--- config.mk ---
export PLATFORM = sky130hd
export DESIGN_NAME = small_language_tokenizer_core
export DESIGN_NICKNAME = d
export VERILOG_FILES = /design/src/rtl/slt_pkg.sv /design/src/rtl/slt_front.sv /design/src/rtl/slt_queue.sv /design/src/rtl/slt_back.sv /design/src/rtl/small_language_tokenizer_core.sv
export SDC_FILE = /design/constraint.sdc
export NUM_CORES = 1
export LEC_CHECK = 0
export BUFFER_PORTS_ARGS = -buffer_cell sky130_fd_sc_hd__buf_2
export CAP_MARGIN = 40
export CORE_MARGIN = 2
export CORE_UTILIZATION = 38
export CTS_CLUSTER_SIZE = 25
export DETAILED_ROUTE_END_ITERATION = 10
export PLACE_DENSITY = 0.5
export SLEW_MARGIN = 40
export SYNTH_ARGS = -nofsm -noshare
export SYNTH_HDL_FRONTEND = slang
export SYNTH_SLANG_ARGS = --single-unit
--- constraint.sdc ---
create_clock -name clk -period 5 [get_ports clk]
set_input_delay 0.5 -clock clk [delete_from_list [all_inputs] [get_ports clk]]
set_output_delay 0.5 -clock clk [all_outputs]
set_load 0.01 [all_outputs]
--- src/rtl/slt_pkg.sv ---
// Shared types, codes and character constants for the small language tokenizer.
package slt_pkg;

    typedef enum logic [2:0] {
        MODE_IDLE    = 3'd0,
        MODE_NUMBER  = 3'd1,
        MODE_KEYWORD = 3'd2,
        MODE_STRING  = 3'd3,
        MODE_DISCARD = 3'd4
    } mode_t;

    localparam logic [2:0] KIND_NUMBER = 3'd0;
    localparam logic [2:0] KIND_PRINT  = 3'd1;
    localparam logic [2:0] KIND_STRING = 3'd2;
    localparam logic [2:0] KIND_PLUS   = 3'd3;
    localparam logic [2:0] KIND_LPAREN = 3'd4;
    localparam logic [2:0] KIND_RPAREN = 3'd5;
    localparam logic [2:0] KIND_SEMI   = 3'd6;
    localparam logic [2:0] KIND_EOF    = 3'd7;

    localparam logic [1:0] ERR_NONE         = 2'd0;
    localparam logic [1:0] ERR_UNKNOWN      = 2'd1;
    localparam logic [1:0] ERR_UNTERMINATED = 2'd2;

    localparam logic [7:0] CH_NUL     = 8'h00;
    localparam logic [7:0] CH_TAB     = 8'h09;
    localparam logic [7:0] CH_CR      = 8'h0D;
    localparam logic [7:0] CH_SPACE   = 8'h20;
    localparam logic [7:0] CH_DQUOTE  = 8'h22;
    localparam logic [7:0] CH_SQUOTE  = 8'h27;
    localparam logic [7:0] CH_LPAREN  = 8'h28;
    localparam logic [7:0] CH_RPAREN  = 8'h29;
    localparam logic [7:0] CH_PLUS    = 8'h2B;
    localparam logic [7:0] CH_ZERO    = 8'h30;
    localparam logic [7:0] CH_NINE    = 8'h39;
    localparam logic [7:0] CH_SEMI    = 8'h3B;
    localparam logic [7:0] CH_A       = 8'h61;

    localparam logic [2:0] KW_LEN = 3'd6;

    typedef struct packed {
        logic [2:0] kind;
        logic [7:0] char_value;
        logic       has_char;
        logic       tok_start;
        logic       tok_end;
        logic [1:0] err;
        logic       last;
    } result_t;

    // Results made by one accepted source byte, in output order.
    typedef struct packed {
        logic [1:0] count;
        result_t    first;
        result_t    second;
    } push_t;

    function automatic logic [7:0] kw_char(input logic [2:0] idx);
        logic [7:0] c;
        unique case (idx)
            3'd0:    c = 8'h61;
            3'd1:    c = 8'h6E;
            3'd2:    c = 8'h64;
            3'd3:    c = 8'h69;
            3'd4:    c = 8'h6B;
            3'd5:    c = 8'h61;
            default: c = 8'h00;
        endcase
        return c;
    endfunction

    function automatic result_t make_result(input logic [2:0] kind, input logic [7:0] ch,
                                            input logic has, input logic st,
                                            input logic en, input logic [1:0] err);
        result_t r;
        r.kind       = kind;
        r.char_value = has ? ch : 8'h00;
        r.has_char   = has;
        r.tok_start  = st;
        r.tok_end    = en;
        r.err        = err;
        r.last       = 1'b0;
        return r;
    endfunction

endpackage

--- src/rtl/slt_front.sv ---
// Front end: accepts source bytes, runs the scanner state and forms the results.
module slt_front
    import slt_pkg::*;
(
    input  logic       clk,
    input  logic       rst_n,
    input  logic       in_valid,
    output logic       in_stall,
    input  logic [7:0] source_byte,
    input  logic       queue_full,
    output push_t      push
);

    mode_t      mode_reg, mode_next;
    logic       quote_single_reg, quote_single_next;
    logic [2:0] kw_reg, kw_next;
    logic       has_chars_reg, has_chars_next;

    logic       accept;
    logic       is_digit;
    logic       is_space;
    logic [7:0] close_quote;

    logic       idle_emit;
    result_t    idle_res;
    mode_t      idle_mode;
    logic       idle_quote;
    logic [2:0] idle_kw;
    logic       idle_has;

    result_t    first, second;
    logic [1:0] cnt;

    assign accept      = in_valid && !queue_full;
    assign in_stall    = queue_full;
    assign is_digit    = (source_byte >= CH_ZERO) && (source_byte <= CH_NINE);
    assign is_space    = ((source_byte >= CH_TAB) && (source_byte <= CH_CR))
                         || (source_byte == CH_SPACE);
    assign close_quote = quote_single_reg ? CH_SQUOTE : CH_DQUOTE;

    // Handling of a byte seen with no token open; also used after a number ends.
    always_comb
    begin
        idle_emit  = 1'b0;
        idle_res   = '0;
        idle_mode  = MODE_IDLE;
        idle_quote = quote_single_reg;
        idle_kw    = kw_reg;
        idle_has   = has_chars_reg;
        if (source_byte == CH_NUL)
        begin
            idle_emit = 1'b1;
            idle_res  = make_result(KIND_EOF, CH_NUL, 1'b0, 1'b1, 1'b1, ERR_NONE);
        end
        else if (is_space)
        begin
            idle_emit = 1'b0;
        end
        else if (is_digit)
        begin
            idle_emit = 1'b1;
            idle_res  = make_result(KIND_NUMBER, source_byte, 1'b1, 1'b1, 1'b0, ERR_NONE);
            idle_mode = MODE_NUMBER;
        end
        else if (source_byte == CH_A)
        begin
            idle_mode = MODE_KEYWORD;
            idle_kw   = 3'd1;
        end
        else if ((source_byte == CH_DQUOTE) || (source_byte == CH_SQUOTE))
        begin
            idle_mode  = MODE_STRING;
            idle_quote = (source_byte == CH_SQUOTE);
            idle_has   = 1'b0;
        end
        else if (source_byte == CH_PLUS)
        begin
            idle_emit = 1'b1;
            idle_res  = make_result(KIND_PLUS, CH_NUL, 1'b0, 1'b1, 1'b1, ERR_NONE);
        end
        else if (source_byte == CH_LPAREN)
        begin
            idle_emit = 1'b1;
            idle_res  = make_result(KIND_LPAREN, CH_NUL, 1'b0, 1'b1, 1'b1, ERR_NONE);
        end
        else if (source_byte == CH_RPAREN)
        begin
            idle_emit = 1'b1;
            idle_res  = make_result(KIND_RPAREN, CH_NUL, 1'b0, 1'b1, 1'b1, ERR_NONE);
        end
        else if (source_byte == CH_SEMI)
        begin
            idle_emit = 1'b1;
            idle_res  = make_result(KIND_SEMI, CH_NUL, 1'b0, 1'b1, 1'b1, ERR_NONE);
        end
        else
        begin
            // Unknown character; the byte is nonzero here, so discard follows.
            idle_emit = 1'b1;
            idle_res  = make_result(KIND_NUMBER, CH_NUL, 1'b0, 1'b0, 1'b0, ERR_UNKNOWN);
            idle_mode = MODE_DISCARD;
            idle_kw   = 3'd0;
            idle_has  = 1'b0;
        end
    end

    always_comb
    begin
        mode_next         = mode_reg;
        quote_single_next = quote_single_reg;
        kw_next           = kw_reg;
        has_chars_next    = has_chars_reg;
        first             = '0;
        second            = '0;
        cnt               = 2'd0;
        unique case (mode_reg)
            MODE_NUMBER:
            begin
                if (is_digit)
                begin
                    first = make_result(KIND_NUMBER, source_byte, 1'b1, 1'b0, 1'b0, ERR_NONE);
                    cnt   = 2'd1;
                end
                else
                begin
                    // The number closes and the byte is then scanned as in idle.
                    first             = make_result(KIND_NUMBER, CH_NUL, 1'b0, 1'b0, 1'b1,
                                                    ERR_NONE);
                    second            = idle_res;
                    cnt               = idle_emit ? 2'd2 : 2'd1;
                    mode_next         = idle_mode;
                    quote_single_next = idle_quote;
                    kw_next           = idle_kw;
                    has_chars_next    = idle_has;
                end
            end
            MODE_KEYWORD:
            begin
                if ((kw_reg < KW_LEN) && (source_byte == kw_char(kw_reg)))
                begin
                    if ((kw_reg + 3'd1) == KW_LEN)
                    begin
                        first     = make_result(KIND_PRINT, CH_NUL, 1'b0, 1'b1, 1'b1,
                                                ERR_NONE);
                        cnt       = 2'd1;
                        kw_next   = 3'd0;
                        mode_next = MODE_IDLE;
                    end
                    else
                    begin
                        kw_next = kw_reg + 3'd1;
                    end
                end
                else
                begin
                    first          = make_result(KIND_NUMBER, CH_NUL, 1'b0, 1'b0, 1'b0,
                                                 ERR_UNKNOWN);
                    cnt            = 2'd1;
                    mode_next      = (source_byte == CH_NUL) ? MODE_IDLE : MODE_DISCARD;
                    kw_next        = 3'd0;
                    has_chars_next = 1'b0;
                end
            end
            MODE_STRING:
            begin
                if (source_byte == CH_NUL)
                begin
                    first          = make_result(KIND_NUMBER, CH_NUL, 1'b0, 1'b0, 1'b0,
                                                 ERR_UNTERMINATED);
                    cnt            = 2'd1;
                    mode_next      = MODE_IDLE;
                    kw_next        = 3'd0;
                    has_chars_next = 1'b0;
                end
                else if (source_byte == close_quote)
                begin
                    first          = make_result(KIND_STRING, CH_NUL, 1'b0, !has_chars_reg,
                                                 1'b1, ERR_NONE);
                    cnt            = 2'd1;
                    has_chars_next = 1'b0;
                    mode_next      = MODE_IDLE;
                end
                else
                begin
                    first          = make_result(KIND_STRING, source_byte, 1'b1,
                                                 !has_chars_reg, 1'b0, ERR_NONE);
                    cnt            = 2'd1;
                    has_chars_next = 1'b1;
                end
            end
            MODE_DISCARD:
            begin
                if (source_byte == CH_NUL)
                begin
                    mode_next = MODE_IDLE;
                end
            end
            default:
            begin
                first             = idle_res;
                cnt               = idle_emit ? 2'd1 : 2'd0;
                mode_next         = idle_mode;
                quote_single_next = idle_quote;
                kw_next           = idle_kw;
                has_chars_next    = idle_has;
            end
        endcase
        if (cnt == 2'd2)
        begin
            second.last = 1'b1;
        end
        else
        begin
            first.last = 1'b1;
        end
    end

    assign push.count  = accept ? cnt : 2'd0;
    assign push.first  = first;
    assign push.second = second;

    always_ff @(posedge clk or negedge rst_n)
    begin
        if (!rst_n)
        begin
            mode_reg         <= MODE_IDLE;
            quote_single_reg <= 1'b0;
            kw_reg           <= 3'd0;
            has_chars_reg    <= 1'b0;
        end
        else if (accept)
        begin
            mode_reg         <= mode_next;
            quote_single_reg <= quote_single_next;
            kw_reg           <= kw_next;
            has_chars_reg    <= has_chars_next;
        end
    end

`ifndef NO_ASSERTIONS
    a_kw_range: assert property (@(posedge clk) disable iff (!rst_n)
        (mode_reg == MODE_KEYWORD) |-> ((kw_reg != 3'd0) && (kw_reg < KW_LEN)))
        else $error("keyword progress out of range while matching");

    a_discard_silent: assert property (@(posedge clk) disable iff (!rst_n)
        (accept && (mode_reg == MODE_DISCARD)) |-> (push.count == 2'd0))
        else $error("result produced while discarding");

    a_nul_to_idle: assert property (@(posedge clk) disable iff (!rst_n)
        (accept && (source_byte == CH_NUL)) |=> (mode_reg == MODE_IDLE))
        else $error("scanner not idle after end of source");
`endif

endmodule

--- src/rtl/slt_queue.sv ---
// Result queue between the scanner and the output stage; takes up to two words a cycle.
module slt_queue
    import slt_pkg::*;
#(
    parameter int DEPTH = 4
)
(
    input  logic    clk,
    input  logic    rst_n,
    input  push_t   push,
    output logic    full,
    input  logic    pop,
    output logic    nonempty,
    output result_t head
);

    localparam int PTR_W = $clog2(DEPTH);
    localparam int CNT_W = $clog2(DEPTH + 1);
    localparam logic [CNT_W-1:0] FULL_MARK = CNT_W'(DEPTH - 2);
    localparam logic [CNT_W-1:0] CNT_MAX   = CNT_W'(DEPTH);

    result_t          mem [DEPTH];
    logic [PTR_W-1:0] wr_ptr_reg, wr_ptr_next;
    logic [PTR_W-1:0] rd_ptr_reg, rd_ptr_next;
    logic [CNT_W-1:0] count_reg, count_next;
    logic             pop_ok;

    assign nonempty = (count_reg != '0);
    // Room for two words must remain, since one byte may give two results.
    assign full     = (count_reg > FULL_MARK);
    assign pop_ok   = pop && nonempty;
    assign head     = mem[rd_ptr_reg];

    always_comb
    begin
        wr_ptr_next = wr_ptr_reg + PTR_W'(push.count);
        rd_ptr_next = rd_ptr_reg + PTR_W'(pop_ok);
        count_next  = count_reg + CNT_W'(push.count) - CNT_W'(pop_ok);
    end

    always_ff @(posedge clk)
    begin
        if (push.count != 2'd0)
        begin
            mem[wr_ptr_reg] <= push.first;
        end
        if (push.count == 2'd2)
        begin
            mem[wr_ptr_reg + PTR_W'(1)] <= push.second;
        end
    end

    always_ff @(posedge clk or negedge rst_n)
    begin
        if (!rst_n)
        begin
            wr_ptr_reg <= '0;
            rd_ptr_reg <= '0;
            count_reg  <= '0;
        end
        else
        begin
            wr_ptr_reg <= wr_ptr_next;
            rd_ptr_reg <= rd_ptr_next;
            count_reg  <= count_next;
        end
    end

`ifndef NO_ASSERTIONS
    a_count_max: assert property (@(posedge clk) disable iff (!rst_n)
        count_reg <= CNT_MAX)
        else $error("queue count above depth");

    a_no_overflow: assert property (@(posedge clk) disable iff (!rst_n)
        (push.count == 2'd2) |-> (count_reg <= FULL_MARK))
        else $error("two words written without room");

    a_ptr_count: assert property (@(posedge clk) disable iff (!rst_n)
        wr_ptr_reg == (rd_ptr_reg + PTR_W'(count_reg)))
        else $error("queue pointers disagree with count");
`endif

endmodule

--- src/rtl/slt_back.sv ---
// Output stage: moves one result word a cycle from the queue into the output register while out_stall is low.
module slt_back
    import slt_pkg::*;
(
    input  logic       clk,
    input  logic       rst_n,
    input  logic       nonempty,
    input  result_t    head,
    output logic       pop,
    output logic       out_valid,
    input  logic       out_stall,
    output logic [2:0] token_kind,
    output logic [7:0] char_value,
    output logic       has_char,
    output logic       token_start,
    output logic       token_end,
    output logic [1:0] error_code,
    output logic       last
);

    logic    valid_reg;
    result_t data_reg;
    logic    take;

    // The register loads whenever it is empty or its word leaves this cycle.
    assign take = !valid_reg || !out_stall;
    assign pop  = take && nonempty;

    always_ff @(posedge clk or negedge rst_n)
    begin
        if (!rst_n)
        begin
            valid_reg <= 1'b0;
        end
        else if (take)
        begin
            valid_reg <= nonempty;
        end
    end

    always_ff @(posedge clk)
    begin
        if (pop)
        begin
            data_reg <= head;
        end
    end

    assign out_valid   = valid_reg;
    assign token_kind  = data_reg.kind;
    assign char_value  = data_reg.char_value;
    assign has_char    = data_reg.has_char;
    assign token_start = data_reg.tok_start;
    assign token_end   = data_reg.tok_end;
    assign error_code  = data_reg.err;
    assign last        = data_reg.last;

endmodule

--- src/rtl/small_language_tokenizer_core.sv ---
// Tokenizer core: takes one source byte a cycle and gives one result word a cycle.
// A source byte is taken in every cycle while in_stall is low. The scanner turns it into
// zero, one or two result words at once and writes them into a result queue of
// QUEUE_DEPTH words (a power of two, 4 or more); an output register sends one word per
// cycle while out_stall is low. Each result word is written into the queue at the edge
// that accepts its byte and then loaded into the output register. Bytes that give at
// most one word flow at one byte per cycle while out_stall is low. Only a byte that
// closes a number and is itself a token or an unknown character gives two words, and
// the byte after it gives at most one. A stream such as digits alternating with plus
// signs therefore carries three words per two bytes and runs at the pace of the output
// register. in_stall rises while the queue holds more than QUEUE_DEPTH minus two words.
module small_language_tokenizer_core
    import slt_pkg::*;
#(
    parameter int QUEUE_DEPTH = 4
)
(
    input  logic       clk,
    input  logic       rst_n,
    input  logic       in_valid,
    output logic       in_stall,
    input  logic [7:0] source_byte,
    output logic       out_valid,
    input  logic       out_stall,
    output logic [2:0] token_kind,
    output logic [7:0] char_value,
    output logic       has_char,
    output logic       token_start,
    output logic       token_end,
    output logic [1:0] error_code,
    output logic       last
);

    push_t   push;
    logic    queue_full;
    logic    queue_nonempty;
    logic    queue_pop;
    result_t queue_head;

    slt_front u_front (
        .clk         (clk),
        .rst_n       (rst_n),
        .in_valid    (in_valid),
        .in_stall    (in_stall),
        .source_byte (source_byte),
        .queue_full  (queue_full),
        .push        (push)
    );

    slt_queue #(
        .DEPTH (QUEUE_DEPTH)
    ) u_queue (
        .clk      (clk),
        .rst_n    (rst_n),
        .push     (push),
        .full     (queue_full),
        .pop      (queue_pop),
        .nonempty (queue_nonempty),
        .head     (queue_head)
    );

    slt_back u_back (
        .clk         (clk),
        .rst_n       (rst_n),
        .nonempty    (queue_nonempty),
        .head        (queue_head),
        .pop         (queue_pop),
        .out_valid   (out_valid),
        .out_stall   (out_stall),
        .token_kind  (token_kind),
        .char_value  (char_value),
        .has_char    (has_char),
        .token_start (token_start),
        .token_end   (token_end),
        .error_code  (error_code),
        .last        (last)
    );

endmodule

# Yosys cells after proc, flatten, opt, wreduce, memory -nomap -nowiden
# Memories as Yosys holds them, arrays and structs flattened. A register that Yosys moved wholly into a read port is not among the register bits.
# Cells that the tools add are included.
[word_totals] ff_bits=16 ramBits=68 input_bits=12 output_inout_bits=19 elab_cells=163 mem_count=1
[op_classes] addsub=6 order_cmp=6 n_eq_ne=28 muxes=89 n_bitwise=2 reduce_logical=23
[mem_list] name="u_queue.mem" depth=4 width=17 read_ports=1 rd_clocked_by_memory_dff=1 wr=2 line_no="slt_queue.sv:22" text="result_t mem [DEPTH];"
[ops] cell="2-to-1 mux 17 bit" n=12
[ops] cell="2-to-1 mux 3 bit" n=29
[ops] cell="case mux 17 bit (4 select lines)" n=1
[ops] cell="== test 8 x 6 -> 1 bit, second input constant" n=7
[ops] cell="case mux 7 bit (5 select lines)" n=1
[ops] cell="2-to-1 mux 1 bit" n=33
[ops] cell="2-to-1 mux 15 bit" n=2
[ops] cell="2-to-1 mux 14 bit" n=2
[ops] cell="case mux 3 bit (4 select lines)" n=2
[ops] cell="== test 8 bit" n=2
[ops] cell="== test 3 x 2 -> 1 bit, second input constant" n=4
[ops] cell="== test 3 bit, second input constant" n=4
[ops] cell="== test 8 x 7 -> 1 bit, second input constant" n=1
[ops] cell="greater-or-equal comparator 8 x 4 -> 1 bit, second input constant" n=1
[ops] cell="greater-or-equal comparator 8 x 6 -> 1 bit, second input constant" n=1
[ops] cell="<= comparator 8 x 4 -> 1 bit, second input constant" n=1
[ops] cell="<= comparator 8 x 6 -> 1 bit, second input constant" n=1
[ops] cell="zero test 8 bit" n=1
[ops] cell="2-to-1 mux 8 bit" n=1
[ops] cell="case mux 2 bit (4 select lines)" n=1
[ops] cell="AND reduction 4 bit" n=2
[ops] cell="== test 3 x 1 -> 1 bit, second input constant" n=2
[ops] cell="logical AND 1 bit" n=6
[ops] cell="2-to-1 mux 2 bit" n=3
[ops] cell="other kinds (25)" n=34

# Depth between registers and ports, before layout
# Gate-level depths: netlist (run 1).
[logic_depth] ltp_word=14 depth_mapped=12 mapped_depth_nobuf=11

# Modules after synthesis
# From an unflattened synthesis (run 1), not the netlist that was laid out.
[unflattened] cells_unflattened=436 hier_area_um2=5839.4
[modules_own_cells] module="slt_queue" n_inst=1 cells_per_inst=210 area_per_inst_um2=3768.6 seq_area_each_um2=2217.1
[modules_own_cells] module="slt_front" n_inst=1 cells_per_inst=206 area_per_inst_um2=1516.5 seq_area_each_um2=200.2
[modules_own_cells] module="slt_back" n_inst=1 cells_per_inst=20 area_per_inst_um2=554.3 seq_area_each_um2=535.5

# Worst setup path before layout (run 1)
# No wires, ideal clock.
[synth_path] path_type="flip-flop to flip-flop" startpoint="register u_front.kw_reg[0]" endpoint="memory u_queue.mem[2][0] (netlist bit), enable pin" setup_time_ps=372 t_arrival_ps=2704 t_required_ps=4628 path_slack_ps=1925 path_stages_with_launch=9 n_path_buf=1 synth_period_minus_slack_ps=3075 path_cell_list="dfrtp_1 -> ha_1 -> ha_1 -> a2111oi_4 -> mux2i_1 -> a311oi_4 -> o2111ai_4 -> buf_6 -> nand2_1"
[synth_lines] item="start, declared" line_no="slt_front.sv:16" text="logic [2:0] kw_reg, kw_next;"
[synth_lines] item="start signal, assigned" line_no="slt_front.sv:235" text="kw_reg <= kw_next;"
[synth_lines] item="end, declared" line_no="slt_queue.sv:22"

==> reports/metrics.csv, run 1 <==
metric,value,unit
status,"complete, no violations",
Root Buffer,clkbuf_16,
Synth Area per Inst,12.22,sq um
vias in the first global route,3759,
TNS Setup,0,ns
Worst Hold Class,input pin to asynchronous set/reset pin,
Synth cell types,65,
max_slew headroom,53.07,%
Psw,0.8303,mW
Post-Route WL,12560,um
fill count,1292,
Worst IR Drop VDD,0.0001805,V
MaxCap Viol Count,0,
Peak Freq,274.6,MHz
cells after synthesis,438,
CTS tree,yes,
Leak Pwr,1.941,nW
leading area contributor after synthesis,edfxtp_1,
clock power share,28.8,%
Yosys top cell area share,45.45,%
# rows,43,
worst skew pair latency,0.36,ns
Boundary Pins,31,
RSZ-0062 raised after global routing,false,
routing usage on met3,3.578,%
ratio of final minimum period to clock period,72.84,%
Area Overhead vs Synth,10.99,%
post-cts sizing count,0,
initial core utilization,38.70,%
vias,3633,
Slew Limit Fails,0,
core area,13830,sq um
"Top FF cell, synth",edfxtp_1,
clk buf depth,2,
Setup crit end kind,flop,
Die X,122.7,um
endpoints failing hold,0,
Post-CTS Hold Buffers,0,
gr ovfl total,0,
number of synthesized flops with an enable pin,81,
Ys Warns,0,
pre-CTS setup slack,1.349,ns
met1 usage,22.77,%
Worst-path clk slew,0.07,ns
Initial DRC Count,383,
r2r startpoint,u_front.kw_reg[1],
synthesized cell area,5351,sq um
Avg Vias per Cell,5.685,
actual slew at the worst max-slew pin,0.7022,ns
# H-tree levels,3,
r2r endpoint,u_queue.mem[2][3],
largest net degree at the start of global routing,25,
Total GRT Usage,18.16,%
"top cells by area, synth","edfxtp_1, dfrtp_1, mux4_2, o22ai_1, nor2_1",
busiest metal layer after global routing,met2,
Crit Path Category,flop to flop,
number of post-CTS setup repair buffers,0,
post-DP HPWL,8470,um
GPL Wtd Cong,0.8697,
NumNets Final,477,
Pre-Repair DR Iteration Count,5,
initial antenna violation count,0,
fin cells,639,
sequential share of power,45.0,%
share of post-route cells with drive strength above 1,19.83,%
r2r setup slk,1.36,ns
"most common cell after layout, fill and taps aside",edfxtp_1,
Worst EP required,4.99,ns
highest net fanout along the worst path,18,
worst r2r path cells,8,
WL/cell,19.65,um
switch share,31.04,%
first-pass GRT wire length,20220,um
Largest Register,u_queue.mem,
Die ar.,15050,sq um
met2 Track Usage GR,30.01,%
CP Data Arrival Time,3.63,ns
endpoints failing setup,0,
Remaining DRCs,0,
Clock Sinks,101,
die height,122.7,um
Int Pwr,1.844,mW
total CTS buffers,9,
Logic pwr share,26.2,%
asr flop ratio synth,15.84,%
most frequent cells in the layout,"edfxtp_1, nor2_1, nand2_1, buf_2, o22ai_1",
syn_nets,461,
crit path time final,3.642,ns
fin worst setup slack,1.358,ns
clock skew,0.006658,ns
CP Launch Type,flop,
Largest register FFs,68,
placed insts,623,
# diodes,0,
IO Port Bufs,30,
sequential share of the synthesized area,54.43,%
Final ANT Viol Nets,0,
Synth Register Bits,101,
Power Density,450.3,nW/um^2
stage by stage:
step	hold WS [ns]	util [%]	total power, mW	cell area, sq um
after global placement	0.4476	40.54	1.932	5605
after global routing	0.09318	42.96	2.813	5939
after detailed placement	0.4535	40.58	1.936	5612
after floorplan	0.2044	-	1.719	5351
after CTS	0.06336	42.92	2.709	5934
final	0.06256	42.96	2.675	5939
power groups by stage:
stage / Combinational (mW) / Clock (mW) / Sequential (mW)
2_1_floorplan: 0.522 / 0 / 1.20
3_3_place_gp: 0.712 / 0 / 1.22
3_5_place_dp: 0.712 / 0 / 1.22
4_1_cts: 0.715 / 0.789 / 1.21
5_1_grt: 0.776 / 0.815 / 1.22
6_report: 0.700 / 0.770 / 1.20
area by class of cell:
type	count	area [sq um]	share of cell area (%)
multi-input combinational	294	2241	37.73
sequential	101	2914	49.06
tap	180	225.2	3.792
inverter	13	48.80	0.8216
timing repair buffer	35	187.7	3.160
clock inverter	7	97.59	1.643
clock buffer	9	225.2	3.792
worst max-delay path by stage:
stage,startpoint,endpoint
2_1_floorplan,u_front.kw_reg[0],u_queue.mem[2][0]
3_3_place_gp,u_front.kw_reg[1],u_queue.mem[2][11]
3_5_place_dp,u_front.kw_reg[1],u_queue.mem[2][13]
4_1_cts,u_front.kw_reg[1],u_queue.mem[2][3]
5_1_grt,u_front.kw_reg[1],u_queue.mem[2][4]
6_report,u_front.kw_reg[1],u_queue.mem[2][3]
kinds of logic after synthesis:
group / synth area share, %
buf+inv: 3.951
xor+xnor: 1.146
simple gates: 15.95
compound gates: 12.46
fa+ha+maj: 2.712
mux: 9.352
flops: 54.43
Yosys cell counts, types with 6 or more instances:
library cell  instances
inv_1                12
o21ai_0              18
edfxtp_1             81
nor3b_1              16
mux4_2               17
nand2b_1              8
clkbuf_1             18
nor2_1               36
o22ai_1              26
and3_1                6
nand3_1               9
nor3_1               18
nor2b_1               8
nand4_1               7
nand2_1              35
ha_1                 10
mux2_2                6
a21oi_1              10
dfrtp_1              16
per-layer routing:
layer,up-vias,part of all wire [%]
met5,-,0
met4,0,3.1
met3,31,5.3
met2,116,48
met1,1773,43
li1,1713,-
critical path, cell delays in order, from the launching register on:
cell and delay [ns]:
dfrtp_1 0.43, inv_1 0.10, ha_1 0.37, nor3_1 0.12, o311ai_0 0.28, mux2i_1 0.21
a311oi_4 0.69, o2111ai_4 0.39, nand2_1 0.67
Note: power is estimated with default switching activity, not from simulation.
==> run 2: changes to the inputs <==
--- a/config.mk
+++ b/config.mk
@@ -11,7 +11,7 @@
 export CORE_UTILIZATION = 38
 export CTS_CLUSTER_SIZE = 25
 export DETAILED_ROUTE_END_ITERATION = 10
-export PLACE_DENSITY = 0.5
+export PLACE_DENSITY = 0.52
 export SLEW_MARGIN = 40
 export SYNTH_ARGS = -nofsm -noshare
 export SYNTH_HDL_FRONTEND = slang
==> constraint.sdc (replaced) <==
create_clock -name clk -period 3.2 [get_ports clk]
set_input_delay 0.32 -clock clk [delete_from_list [all_inputs] [get_ports clk]]
set_output_delay 0.32 -clock clk [all_outputs]
set_load 0.01 [all_outputs]
==> run 2 against run 1 <==
Sequential share of layout area shrank 1.2 points. Utilization up 1.1 points. Die area did not move. Sequential power up 56%. Largest power group unchanged. Non-clock buffer count is 20 higher. Total power grew 53%. Critical path type unchanged.
==> reports/metrics.csv, run 2 (synthesis gave the netlist of run 1 again) <==
metric,value,unit
Slew Limit Fails,0,
Pwr Total,4.095,mW
Avg Vias per Cell,5.674,
Final ANT Viol Nets,0,
Peak Freq,337.2,MHz
Worst EP required,3.42,ns
Crit path top cell by count,ha_1,
pre-CTS setup slack,0.1889,ns
GPL Wtd Cong,0.8514,
CP Launch Type,flop,
Worst IR Drop VDD,0.0002180,V
IO Port Bufs,30,
"slowest stage cell, crit path",dfrtp_1,
Setup crit end kind,flop,
clock skew,0.007296,ns
share of post-route cells with drive strength above 1,22.22,%
CTS tree,yes,
number of post-CTS setup repair buffers,0,
endpoints failing hold,0,
# rows,43,
Clock Sinks,101,
vias,3728,
Worst-path clk slew,0.07,ns
clk buf depth,2,
actual slew at the worst max-slew pin,0.6328,ns
Boundary Pins,31,
first-pass GRT wire length,20180,um
cell family with most CP delay,adder cells,
die height,122.7,um
ratio of final minimum period to clock period,92.67,%
TNS Setup,0,ns
Power Density,672.4,nW/um^2
status,"complete, no violations",
most frequent cells in the layout,"edfxtp_1, nor2_1, nand2_1, buf_2, o22ai_1",
gr ovfl total,0,
Area Overhead vs Synth,13.82,%
WHS,0.1829,ns
Remaining DRCs,0,
worst skew pair latency,0.35,ns
crit path time final,2.965,ns
post-DP HPWL,8827,um
Leak Pwr,2.029,nW
max_slew headroom,57.49,%
CP Data Arrival Time,3.18,ns
CP max stage delay,0.43,ns
endpoints failing setup,0,
Largest Register,u_queue.mem,
WL/cell,19.14,um
Pre-Repair DR Iteration Count,5,
Final Util,44.05,%
Total GRT Usage,18.02,%
total CTS buffers,9,
WP buf/inv,1,
RSZ-0062 raised after global routing,false,
Root Buffer,clkbuf_16,
Die X,122.7,um
NumNets Final,497,
highest net fanout along the worst path,5,
MaxCap Viol Count,0,
Largest register FFs,68,
cell breakdown of the critical path,inv_1 -> ha_1 -> nor2b_1 -> o311ai_0 -> mux2i_2 -> a311oi_4 -> a21oi_1 -> nor2_1 -> ha_1 -> fa_1,
fin worst setup slack,0.2346,ns
vias in the first global route,3670,
Die ar.,15050,sq um
"most common cell after layout, fill and taps aside",edfxtp_1,
Post-Route WL,12580,um
Worst Hold Class,input pin to flop,
initial core utilization,38.70,%
# H-tree levels,3,
Initial DRC Count,291,
core area,13830,sq um
initial antenna violation count,0,
# diodes,0,
Crit Path Category,flop to flop,
largest net degree at the start of global routing,25,
run 2: repair_timing:
| item | 4_1_cts | 5_1_grt |
|---|---|---|
| hold endpoints to repair | 16 | 0 |
| hold buffers | 1 | 0 |
| gates resized for setup | 0 | 3 |
| endpoints found under the setup margin | 0 | 2 |
run 2: final timing paths:
| path | depth (start not counted) | endpoint | start | slack (ns) |
|---|---|---|---|---|
| setup / recovery | 10 | u_queue.count_reg[1] | u_front.kw_reg[1] | 0.23 |
| hold / removal | 3 | u_back.out_valid | out_stall | 0.18 |
| setup reg to reg | 10 | u_queue.count_reg[1] | u_front.kw_reg[1] | 0.23 |
| hold reg to reg | 2 | u_queue.mem[0][2] | u_queue.mem[0][2] | 0.46 |
| max in group asynchronous | 2 | u_queue.rd_ptr_reg[1] | rst_n | 2.45 |
| min in group asynchronous | 2 | u_queue.count_reg[0] | rst_n | 0.43 |
run 2: worst register-to-register path, delay by kind of cell, from the launching register on:
kind,cells,cell delay [ns]
compound gates,3,0.89
fa+ha+maj,3,0.90
buf+inv,1,0.11
flops,1,0.43
mux,1,0.20
simple gates,2,0.30
run 2: area by class of cell:
type                    count  area, sq um
flip-flops and latches    101         2914
fillers                  1279         7736
inverters                  13        48.80
multi-input cells         294         2246
repair buffers             55        377.9
clock inverters             5        53.80
clock buffers               9        225.2
well taps                 180        225.2
run 2: power breakdown:
part / switching, mW / internal (mW)
logic: 0.637 / 0.525
clock network: 0.471 / 0.594
registers: 0.155 / 1.71
total: 1.26 / 2.83
run 2: through the flow:
step / instance area [sq um] / instances
2_1_floorplan: 5351 / 438
3_3_place_gp: 5786 / 642
3_5_place_dp: 5787 / 642
4_1_cts: 6076 / 657
5_1_grt: 6091 / 657
6_report: 6091 / 657
run 2: routing by layer:
| metal | GRT usage (%) | up-vias | share of wire [%] |
|---|---|---|---|
| li1 | - | 1752 | - |
| met1 | 23.11 | 1849 | 44 |
| met2 | 30.18 | 108 | 50 |
| met3 | 2.881 | 19 | 4.2 |
| met4 | 7.687 | 0 | 1.9 |
| met5 | 0 | - | 0 |
